**src/bgb_pkg.sv**
```systemverilog
// Shared types and constants for the bitmap glyph blitter.
// Used by bgb_front, bgb_queue, bgb_back and bitmap_glyph_blitter.
package bgb_pkg;

  localparam int COORD_BITS_DEF = 12;
  localparam int ADDR_BITS      = 24;
  localparam int COLOR_BITS     = 8;
  localparam int GLYPH_BITS     = 8;
  localparam int BYTE_BITS      = 8;
  localparam int COL_BITS       = $clog2(BYTE_BITS);
  localparam int SPAN_BITS      = COL_BITS + 1;
  localparam int QUEUE_DEPTH    = 4;
  localparam int QPTR_BITS      = $clog2(QUEUE_DEPTH);
  localparam int CFG_IDX_BITS   = 1;

  localparam int BUF_WIDTH_RST  = 320;
  localparam int BUF_HEIGHT_RST = 200;

  localparam logic [BYTE_BITS-1:0] MASK_ODD      = 8'hAA;
  localparam logic [BYTE_BITS-1:0] MASK_EVEN     = 8'h55;
  localparam logic [BYTE_BITS-1:0] MASK_ALL      = 8'hFF;
  localparam logic [BYTE_BITS-1:0] BIT_LEFT      = 8'h80;
  localparam logic [COL_BITS-1:0]  BYTE_LAST_COL = 3'd7;

  typedef enum logic {
    CMD_BEGIN = 1'b0,
    CMD_DATA  = 1'b1
  } cmd_t;

  typedef enum logic [CFG_IDX_BITS-1:0] {
    REG_BUF_WIDTH  = 1'b0,
    REG_BUF_HEIGHT = 1'b1
  } reg_idx_t;

  // One data byte after clipping and dithering, ready to expand
  typedef struct packed {
    logic [BYTE_BITS-1:0]  bits;
    logic [ADDR_BITS-1:0]  base;
    logic [COLOR_BITS-1:0] color;
  } entry_t;

endpackage

```
**src/bitmap_glyph_blitter.sv**
```systemverilog
// Bitmap glyph blitter: 1-bpp glyph bytes in, byte-per-pixel writes out.
// A data byte's pixels pass through the queue and then the expander register before they show.
// Throughput: one input beat per cycle while the 4-entry queue has room; one pixel
// per cycle out while pop is high, so a byte with n painted pixels gives n result writes.
// Reset: synchronous, rst_n low; width 320 and height 200, glyph state and queue cleared.
module bitmap_glyph_blitter #(
  parameter int COORD_BITS = bgb_pkg::COORD_BITS_DEF
) (
  input  logic                             clk,
  input  logic                             rst_n,
  input  logic                             push,
  output logic                             full,
  input  logic                             in_cmd,
  input  logic [bgb_pkg::GLYPH_BITS-1:0]   in_glyph_width,
  input  logic [bgb_pkg::GLYPH_BITS-1:0]   in_glyph_height,
  input  logic [COORD_BITS-1:0]            in_top,
  input  logic [COORD_BITS-1:0]            in_left,
  input  logic [bgb_pkg::COLOR_BITS-1:0]   in_pen_color,
  input  logic                             in_greyed,
  input  logic [bgb_pkg::BYTE_BITS-1:0]    in_data_byte,
  output logic                             empty,
  input  logic                             pop,
  output logic [bgb_pkg::ADDR_BITS-1:0]    out_pixel_address,
  output logic [bgb_pkg::COLOR_BITS-1:0]   out_pixel_color,
  output logic                             out_last,
  input  logic                             cfg_we,
  input  logic [bgb_pkg::CFG_IDX_BITS-1:0] cfg_index,
  input  logic [COORD_BITS-1:0]            cfg_data
);
  import bgb_pkg::*;

  logic   q_push, q_pop, q_full, q_empty;
  entry_t q_entry, q_rdata;

  bgb_front #(.COORD_BITS(COORD_BITS)) u_front (
    .clk             (clk),
    .rst_n           (rst_n),
    .in_push         (push),
    .in_full         (full),
    .in_cmd          (in_cmd),
    .in_glyph_width  (in_glyph_width),
    .in_glyph_height (in_glyph_height),
    .in_top          (in_top),
    .in_left         (in_left),
    .in_pen_color    (in_pen_color),
    .in_greyed       (in_greyed),
    .in_data_byte    (in_data_byte),
    .cfg_we          (cfg_we),
    .cfg_index       (cfg_index),
    .cfg_data        (cfg_data),
    .q_full          (q_full),
    .q_push          (q_push),
    .q_entry         (q_entry)
  );

  bgb_queue u_queue (
    .clk   (clk),
    .rst_n (rst_n),
    .push  (q_push),
    .wdata (q_entry),
    .pop   (q_pop),
    .full  (q_full),
    .empty (q_empty),
    .rdata (q_rdata)
  );

  bgb_back u_back (
    .clk               (clk),
    .rst_n             (rst_n),
    .q_empty           (q_empty),
    .q_rdata           (q_rdata),
    .q_pop             (q_pop),
    .empty             (empty),
    .pop               (pop),
    .out_pixel_address (out_pixel_address),
    .out_pixel_color   (out_pixel_color),
    .out_last          (out_last)
  );

  a_begin_no_entry: assert property (@(posedge clk) disable iff (!rst_n)
    (push && !full && (cmd_t'(in_cmd) == CMD_BEGIN)) |-> !q_push)
    else $error("begin beat queued an entry");

  a_entry_painted: assert property (@(posedge clk) disable iff (!rst_n)
    q_push |-> (q_entry.bits != '0) && !q_full)
    else $error("queued entry without painted pixels or into a full queue");

  a_reset_empty: assert property (@(posedge clk)
    !rst_n |=> empty && q_empty)
    else $error("results pending after reset");

endmodule

```
**src/bgb_front.sv**
```systemverilog
// Front end: configuration registers, glyph state, clipping and byte masking.
// Depends on bgb_pkg; feeds bgb_queue with one entry per painted data byte.
module bgb_front #(
  parameter int COORD_BITS = bgb_pkg::COORD_BITS_DEF
) (
  input  logic                                clk,
  input  logic                                rst_n,
  input  logic                                in_push,
  output logic                                in_full,
  input  logic                                in_cmd,
  input  logic [bgb_pkg::GLYPH_BITS-1:0]      in_glyph_width,
  input  logic [bgb_pkg::GLYPH_BITS-1:0]      in_glyph_height,
  input  logic [COORD_BITS-1:0]               in_top,
  input  logic [COORD_BITS-1:0]               in_left,
  input  logic [bgb_pkg::COLOR_BITS-1:0]      in_pen_color,
  input  logic                                in_greyed,
  input  logic [bgb_pkg::BYTE_BITS-1:0]       in_data_byte,
  input  logic                                cfg_we,
  input  logic [bgb_pkg::CFG_IDX_BITS-1:0]    cfg_index,
  input  logic [COORD_BITS-1:0]               cfg_data,
  input  logic                                q_full,
  output logic                                q_push,
  output bgb_pkg::entry_t                     q_entry
);
  import bgb_pkg::*;

  logic [COORD_BITS-1:0]   buf_w_r, buf_h_r;
  logic [GLYPH_BITS-1:0]   clip_w_r, clip_w_nxt;
  logic [GLYPH_BITS-1:0]   rows_left_r, rows_left_nxt;
  logic [GLYPH_BITS-1:0]   column_r, column_nxt;
  logic [ADDR_BITS-1:0]    row_base_r, row_base_nxt;
  logic [COORD_BITS-1:0]   left_edge_r, left_edge_nxt;
  logic [COLOR_BITS-1:0]   color_r, color_nxt;
  logic                    greyed_r, greyed_nxt;
  logic                    row_odd_r, row_odd_nxt;

  logic                    accept;
  logic                    active;
  logic [COORD_BITS-1:0]   room_w, room_h;
  logic [GLYPH_BITS-1:0]   clip_w_new, clip_h_new;
  logic [2*COORD_BITS-1:0] top_prod;
  logic [GLYPH_BITS-1:0]   remain;
  logic [SPAN_BITS-1:0]    span;
  logic [BYTE_BITS-1:0]    span_mask, grey_mask, bits;
  logic [GLYPH_BITS:0]     col_sum;
  logic                    row_done;

  assign accept  = in_push && !q_full;
  assign in_full = q_full;

  always_ff @(posedge clk) begin
    if (!rst_n) begin
      buf_w_r <= COORD_BITS'(BUF_WIDTH_RST);
      buf_h_r <= COORD_BITS'(BUF_HEIGHT_RST);
    end else if (cfg_we) begin
      case (reg_idx_t'(cfg_index))
        REG_BUF_WIDTH:  buf_w_r <= cfg_data;
        REG_BUF_HEIGHT: buf_h_r <= cfg_data;
        default: ;
      endcase
    end
  end

  always_comb begin
    room_w = (buf_w_r > in_left) ? buf_w_r - in_left : '0;
    room_h = (buf_h_r > in_top) ? buf_h_r - in_top : '0;
    clip_w_new = (COORD_BITS'(in_glyph_width) < room_w) ? in_glyph_width
                                                       : GLYPH_BITS'(room_w);
    clip_h_new = (COORD_BITS'(in_glyph_height) < room_h) ? in_glyph_height
                                                        : GLYPH_BITS'(room_h);
    top_prod = in_top * buf_w_r;
  end

  always_comb begin
    active = (rows_left_r != '0) && (clip_w_r != '0) && (column_r < clip_w_r);
    remain = clip_w_r - column_r;
    span   = (remain > GLYPH_BITS'(BYTE_BITS)) ? SPAN_BITS'(BYTE_BITS)
                                               : SPAN_BITS'(remain);
    for (int k = 0; k < BYTE_BITS; k++) begin
      span_mask[BYTE_LAST_COL - COL_BITS'(k)] = (SPAN_BITS'(k) < span);
    end
    grey_mask = greyed_r ? (row_odd_r ? MASK_ODD : MASK_EVEN) : MASK_ALL;
    bits      = in_data_byte & span_mask & grey_mask;
    col_sum   = (GLYPH_BITS + 1)'(column_r) + (GLYPH_BITS + 1)'(span);
    row_done  = col_sum >= (GLYPH_BITS + 1)'(clip_w_r);
  end

  assign q_push        = accept && (cmd_t'(in_cmd) == CMD_DATA) && active && (bits != '0);
  assign q_entry.bits  = bits;
  assign q_entry.base  = row_base_r + ADDR_BITS'(left_edge_r) + ADDR_BITS'(column_r);
  assign q_entry.color = color_r;

  always_comb begin
    clip_w_nxt    = clip_w_r;
    rows_left_nxt = rows_left_r;
    column_nxt    = column_r;
    row_base_nxt  = row_base_r;
    left_edge_nxt = left_edge_r;
    color_nxt     = color_r;
    greyed_nxt    = greyed_r;
    row_odd_nxt   = row_odd_r;
    if (accept) begin
      if (cmd_t'(in_cmd) == CMD_BEGIN) begin
        clip_w_nxt    = clip_w_new;
        rows_left_nxt = clip_h_new;
        column_nxt    = '0;
        row_base_nxt  = ADDR_BITS'(top_prod);
        left_edge_nxt = in_left;
        color_nxt     = in_pen_color;
        greyed_nxt    = in_greyed;
        row_odd_nxt   = in_top[0];
      end else if (active) begin
        if (row_done) begin
          column_nxt    = '0;
          rows_left_nxt = rows_left_r - 1'b1;
          row_base_nxt  = row_base_r + ADDR_BITS'(buf_w_r);
          row_odd_nxt   = !row_odd_r;
        end else begin
          column_nxt = GLYPH_BITS'(col_sum);
        end
      end
    end
  end

  always_ff @(posedge clk) begin
    if (!rst_n) begin
      clip_w_r    <= '0;
      rows_left_r <= '0;
      column_r    <= '0;
      row_base_r  <= '0;
      left_edge_r <= '0;
      color_r     <= '0;
      greyed_r    <= 1'b0;
      row_odd_r   <= 1'b0;
    end else begin
      clip_w_r    <= clip_w_nxt;
      rows_left_r <= rows_left_nxt;
      column_r    <= column_nxt;
      row_base_r  <= row_base_nxt;
      left_edge_r <= left_edge_nxt;
      color_r     <= color_nxt;
      greyed_r    <= greyed_nxt;
      row_odd_r   <= row_odd_nxt;
    end
  end

endmodule

```
**src/bgb_queue.sv**
```systemverilog
// Short entry queue between front end and pixel expander.
// Depends on bgb_pkg for the entry type and depth.
module bgb_queue (
  input  logic            clk,
  input  logic            rst_n,
  input  logic            push,
  input  bgb_pkg::entry_t wdata,
  input  logic            pop,
  output logic            full,
  output logic            empty,
  output bgb_pkg::entry_t rdata
);
  import bgb_pkg::*;

  entry_t                mem_r [QUEUE_DEPTH];
  logic [QPTR_BITS-1:0]  head_r, tail_r;
  logic [QPTR_BITS:0]    count_r, count_nxt;
  logic                  do_push, do_pop;

  assign full    = count_r == (QPTR_BITS + 1)'(QUEUE_DEPTH);
  assign empty   = count_r == '0;
  assign do_push = push && !full;
  assign do_pop  = pop && !empty;
  assign rdata   = mem_r[head_r];

  always_comb begin
    count_nxt = count_r;
    if (do_push && !do_pop) count_nxt = count_r + 1'b1;
    else if (do_pop && !do_push) count_nxt = count_r - 1'b1;
  end

  always_ff @(posedge clk) begin
    if (do_push) begin
      mem_r[tail_r] <= wdata;
    end
  end

  always_ff @(posedge clk) begin
    if (!rst_n) begin
      head_r  <= '0;
      tail_r  <= '0;
      count_r <= '0;
    end else begin
      if (do_push) tail_r <= tail_r + 1'b1;
      if (do_pop) head_r <= head_r + 1'b1;
      count_r <= count_nxt;
    end
  end

endmodule

```
**src/bgb_back.sv**
```systemverilog
// Back end: expands one queued byte into pixel writes, one per cycle while pop is high.
// Depends on bgb_pkg; drains bgb_queue and drives the result channel.
module bgb_back (
  input  logic                              clk,
  input  logic                              rst_n,
  input  logic                              q_empty,
  input  bgb_pkg::entry_t                   q_rdata,
  output logic                              q_pop,
  output logic                              empty,
  input  logic                              pop,
  output logic [bgb_pkg::ADDR_BITS-1:0]     out_pixel_address,
  output logic [bgb_pkg::COLOR_BITS-1:0]    out_pixel_color,
  output logic                              out_last
);
  import bgb_pkg::*;

  entry_t                cur_r, cur_nxt;
  logic                  valid_r, valid_nxt;
  logic [COL_BITS-1:0]   col;
  logic [BYTE_BITS-1:0]  col_bit, bits_left;
  logic                  take, load;

  // leftmost set bit, as a column offset
  always_comb begin
    logic found;
    found = 1'b0;
    col   = '0;
    for (int k = 0; k < BYTE_BITS; k++) begin
      if (!found && cur_r.bits[BYTE_LAST_COL - COL_BITS'(k)]) begin
        found = 1'b1;
        col   = COL_BITS'(k);
      end
    end
  end

  assign col_bit   = BIT_LEFT >> col;
  assign bits_left = cur_r.bits & ~col_bit;

  assign empty             = !valid_r;
  assign out_pixel_address = cur_r.base + ADDR_BITS'(col);
  assign out_pixel_color   = cur_r.color;
  assign out_last          = bits_left == '0;

  assign take  = valid_r && pop;
  assign load  = !valid_r || (take && out_last);
  assign q_pop = load && !q_empty;

  always_comb begin
    cur_nxt   = cur_r;
    valid_nxt = valid_r;
    if (load) begin
      valid_nxt = !q_empty;
      cur_nxt   = q_rdata;
    end else if (take) begin
      cur_nxt.bits = bits_left;
    end
  end

  always_ff @(posedge clk) begin
    cur_r <= cur_nxt;
  end

  always_ff @(posedge clk) begin
    if (!rst_n) begin
      valid_r <= 1'b0;
    end else begin
      valid_r <= valid_nxt;
    end
  end

endmodule

```
**config.mk**
```make
export PLATFORM = sky130hd
export DESIGN_NAME = bitmap_glyph_blitter
export DESIGN_NICKNAME = d
export VERILOG_FILES = /design/src/bgb_pkg.sv /design/src/bitmap_glyph_blitter.sv /design/src/bgb_front.sv /design/src/bgb_queue.sv /design/src/bgb_back.sv
export SDC_FILE = /design/constraint.sdc
export NUM_CORES = 1
export LEC_CHECK = 0
export ABC_AREA = 1
export BUFFER_PORTS_ARGS = -buffer_cell sky130_fd_sc_hd__buf_4
export CAP_MARGIN = 10
export CORE_MARGIN = 2
export CORE_UTILIZATION = 55
export CTS_CLUSTER_SIZE = 28
export DETAILED_ROUTE_END_ITERATION = 12
export GPL_TIMING_DRIVEN = 0
export PLACE_DENSITY = 0.73
export SKIP_LAST_GASP = 1
export SYNTH_ARGS = -nofsm -noshare
export SYNTH_HDL_FRONTEND = slang
export SYNTH_SLANG_ARGS = --single-unit
```
**constraint.sdc**
```tcl
create_clock -name clk -period 8.9 [get_ports clk]
set_input_delay 2.225 -clock clk [delete_from_list [all_inputs] [get_ports clk]]
set_output_delay 2.225 -clock clk [all_outputs]
set_load 0.05 [all_outputs]
```
==> impl_metrics.yaml <==
route:
  ant_nets: 0
  drc: 0
  via_count: 17710
  dr.first_iter.drc_count: 1179
  dr.pass1.iters: 8
  via_per_inst: 5.437
  wl_um: 55040
  wl_per_cell_um: 16.90
synthesis:
  synthXorXnorAreaFrac_pct: 2.862
  ys_async_sr_fraction_pct: 0
  muxShareOfSynthArea_pct: 0.1402
  avgSynthCellArea_um2: 8.358
  synth_top_family_by_area: "adder cells"
  synth-adder-area-share_pct: 19.89
  yosysUniqueCellTypes: 51
  synthSimpleGateAreaFrac_pct: 19.41
  synth_edf_count: 200
  yosysWarnings: 0
  syn-cell-area_um2: 21420
  synth_fp_nets: 2910
  yosysSeqAreaShare_pct: 37.75
  syn_inst: 2563
  synth.ff_latch_count: 304
  ys.flop_type: "edfxtp_1"
  synth_compound_area_share_pct: 11.48
floorplan:
  core-area_um2: 38560
  ios: 111
  die_w_um: 201.4
  row_count: 72
  initial_core_util_pct: 55.56
  fp.dieArea_um2: 40540
  die_h_um: 201.4
power:
  total_leakage_power_nw: 11.16
  ir_worst_vdd_mv: 0.1394
  power_density_nw_per_um2: 273.4
  finalPower_mw: 6.598
sta:
  worst_slew_pin_slew_ns: 0.8148
  fin_crit_ns: 7.191
  setup_viol: 0
  slew_headroom_pct: 45.68
  hold_violations: 0
  whs_ns: 0.4734
  setup_tns_ns: 0
  fmax_ghz: 0.1391
  slew_violations: 0
  rsz0062_at_grt: "false"
  min_period_over_period_pct: 80.79
  fin_skew_ns: 0.02852
setup_path:
  ff2ff_setup_slack_ns: 2.94
  worstPathRequired_ns: 9.25
  slowest_stage: "fa_1"
  worst-setup-path-type: "primary input to flop"
  cp_slowest_stage_delay_ns: 0.57
  crit_arrival_ns: 7.54
  crit_path_max_fanout: 10
  crit_top_cell: "fa_1"
  endpoint_kind: "flop"
  path_cells: "buf_4, clkbuf_1, nand2_1, fa_1, inv_1, fa_1, inv_1, fa_1, inv_1, fa_1, fa_1, ha_1, a21oi_1, o21ai_0, a21oi_1, inv_1, a21oi_1, o21ai_0, o21ai_0, o31ai_1, nand2_1, a21oi_1"
  startpoint_type: "primary input"
cells_and_area:
  drive_above_1_share_pct: 8.434
  instances_no_fill: 3257
  layout_commonest_cell: "nand2_1"
  area_growth_syn_to_layout_pct: 12.67
  most-common-layout-cells: "nand2_1, inv_1, nor2_1"
  fin_nets: 3061
  diodes: 0
clock_tree:
  cts_buffers: 34
  htree_levels: 2
  clkTransAtPathRegs_ns: 0.06
  numClockSinks: 304
  clock_path_buffers: 3
  cts_resized: 0
  cts_hold_buf: 0
  cts_setup_buffers: 0
  cts_tree: "done"
  clock_latency_ns: 0.52
  cts_root_buf: "clkbuf_16"
grt:
  grt_overflow: 0
  antenna_found_initial: 0
  gr-usage-all-layers_pct: 27.25
  grt_pass1_vias: 17870
  grt_max_degree: 28
  grt_first_pass_wirelength_um: 89150
worst_hold_path:
  hp-class: "flop to flop"
place:
  dp_hpwl_um: 43140
  dp_cells: 3196
  port_buffers: 110
  gp_congestion: 0.9545
outcome:
  status: "complete, no violations"
run:
  max_cap_viol_count: 0
==> per-layer routing <==
layer | global-route usage [%] | wire length, µm
met4 | 9.769 | 1891
met3 | 3.094 | 2947
met5 | 0 | 0
met2 | 49.13 | 27330
met1 | 33.74 | 22870
==> cell type report <==
class	count	area, µm²
Inverter	376	1411
Clock buffer	41	908.4
Buffer	93	402.9
Timing Repair Buffer	115	933.4
Sequential cell	304	8088
Clock inverter	20	193.9
Tap cell	518	648.1
Fill cell	3419	14420
Multi-Input combinational cell	1790	11550
==> critical path, delay by kind of cell <==
family	cells	cell delay (ns)
adders and majority gates	6	2.89
AOI/OAI and AO/OA	8	1.31
buffers and inverters	6	0.84
and+or+nand+nor	2	0.26
==> state kept, by name, indices dropped and copies added (netlist names), 8 cells and up, named ones only <==
name,count
u_front.color_r,8
u_queue.mem_r,160
u_front.row_base_r,24
u_front.rows_left_r,8
u_front.clip_w_r,8
u_back.cur_r,32
u_front.buf_h_r,12
u_back.out_pixel_color,8
u_front.column_r,8
u_front.buf_w_r,12
u_front.left_edge_r,12
==> per-stage QoR <==
step                setup slack (ns)  utilization [%]  cell area, µm²
floorplan                      2.051                -           21420
global placement               1.333            59.38           22900
detailed placement             1.256            59.74           23030
CTS                            1.770            62.60           24140
global route                   1.332            62.60           24140
finish                         1.709            62.60           24140
==> Yosys cell counts, types with 3 or more instances <==
cell      count  area share (%)
ha_1        155             9.1
nor3_1       19            0.44
or2_2        10            0.29
nand4_1      29            0.85
o21ai_1       5            0.12
edfxtp_1    200              28
o21bai_1      5            0.18
mux2i_1       3            0.14
nor4_1        6            0.18
nand2_1     506             8.9
clkbuf_1     74             1.3
nor2_2        4            0.12
nand3_1     114             2.7
fa_1        116              11
nand2_2       8            0.23
buf_4         9            0.32
and2_1        5            0.15
dfxtp_1     104             9.7
a21oi_1     151             3.5
buf_2         3           0.070
inv_1       368             6.4
a31oi_1       8            0.23
xnor2_1      24            0.98
buf_1         5           0.088
o21ai_0     215             5.0
o22ai_1      40             1.2
a21boi_0      4            0.14
nand3b_1      5            0.18
nor2_1      273             4.8
xor2_1       46             1.9
nand3_2       4            0.19
inv_2         6            0.11
a21o_1       12            0.42
==> worst paths after layout <==
check,startpoint,end,cells after the start
hold reg to reg,u_front.buf_h_r[0],u_front.buf_h_r[0],2
hold / removal,u_front.buf_h_r[0],u_front.buf_h_r[0],2
setup reg to reg,u_front.buf_w_r[5],u_front.row_base_r[19],21
setup / recovery,in_top[5],u_front.row_base_r[19],22
==> cell families after synthesis <==
logic type                 count (synthesis)
muxes                                      3
adders and majority gates                271
AOI/OAI and AO/OA                        456
buffers and inverters                    469
and+or+nand+nor                          990
DFF                                      304
xor gates and xnor gates                  70
==> power by group <==
group,leakage (nW),internal (mW),switching (mW)
logic,7.88,1.07,2.12
clock network,0.540,0.800,0.574
registers,2.74,1.86,0.177
total,11.2,3.73,2.87
Note: power is estimated with default switching activity, not from simulation.
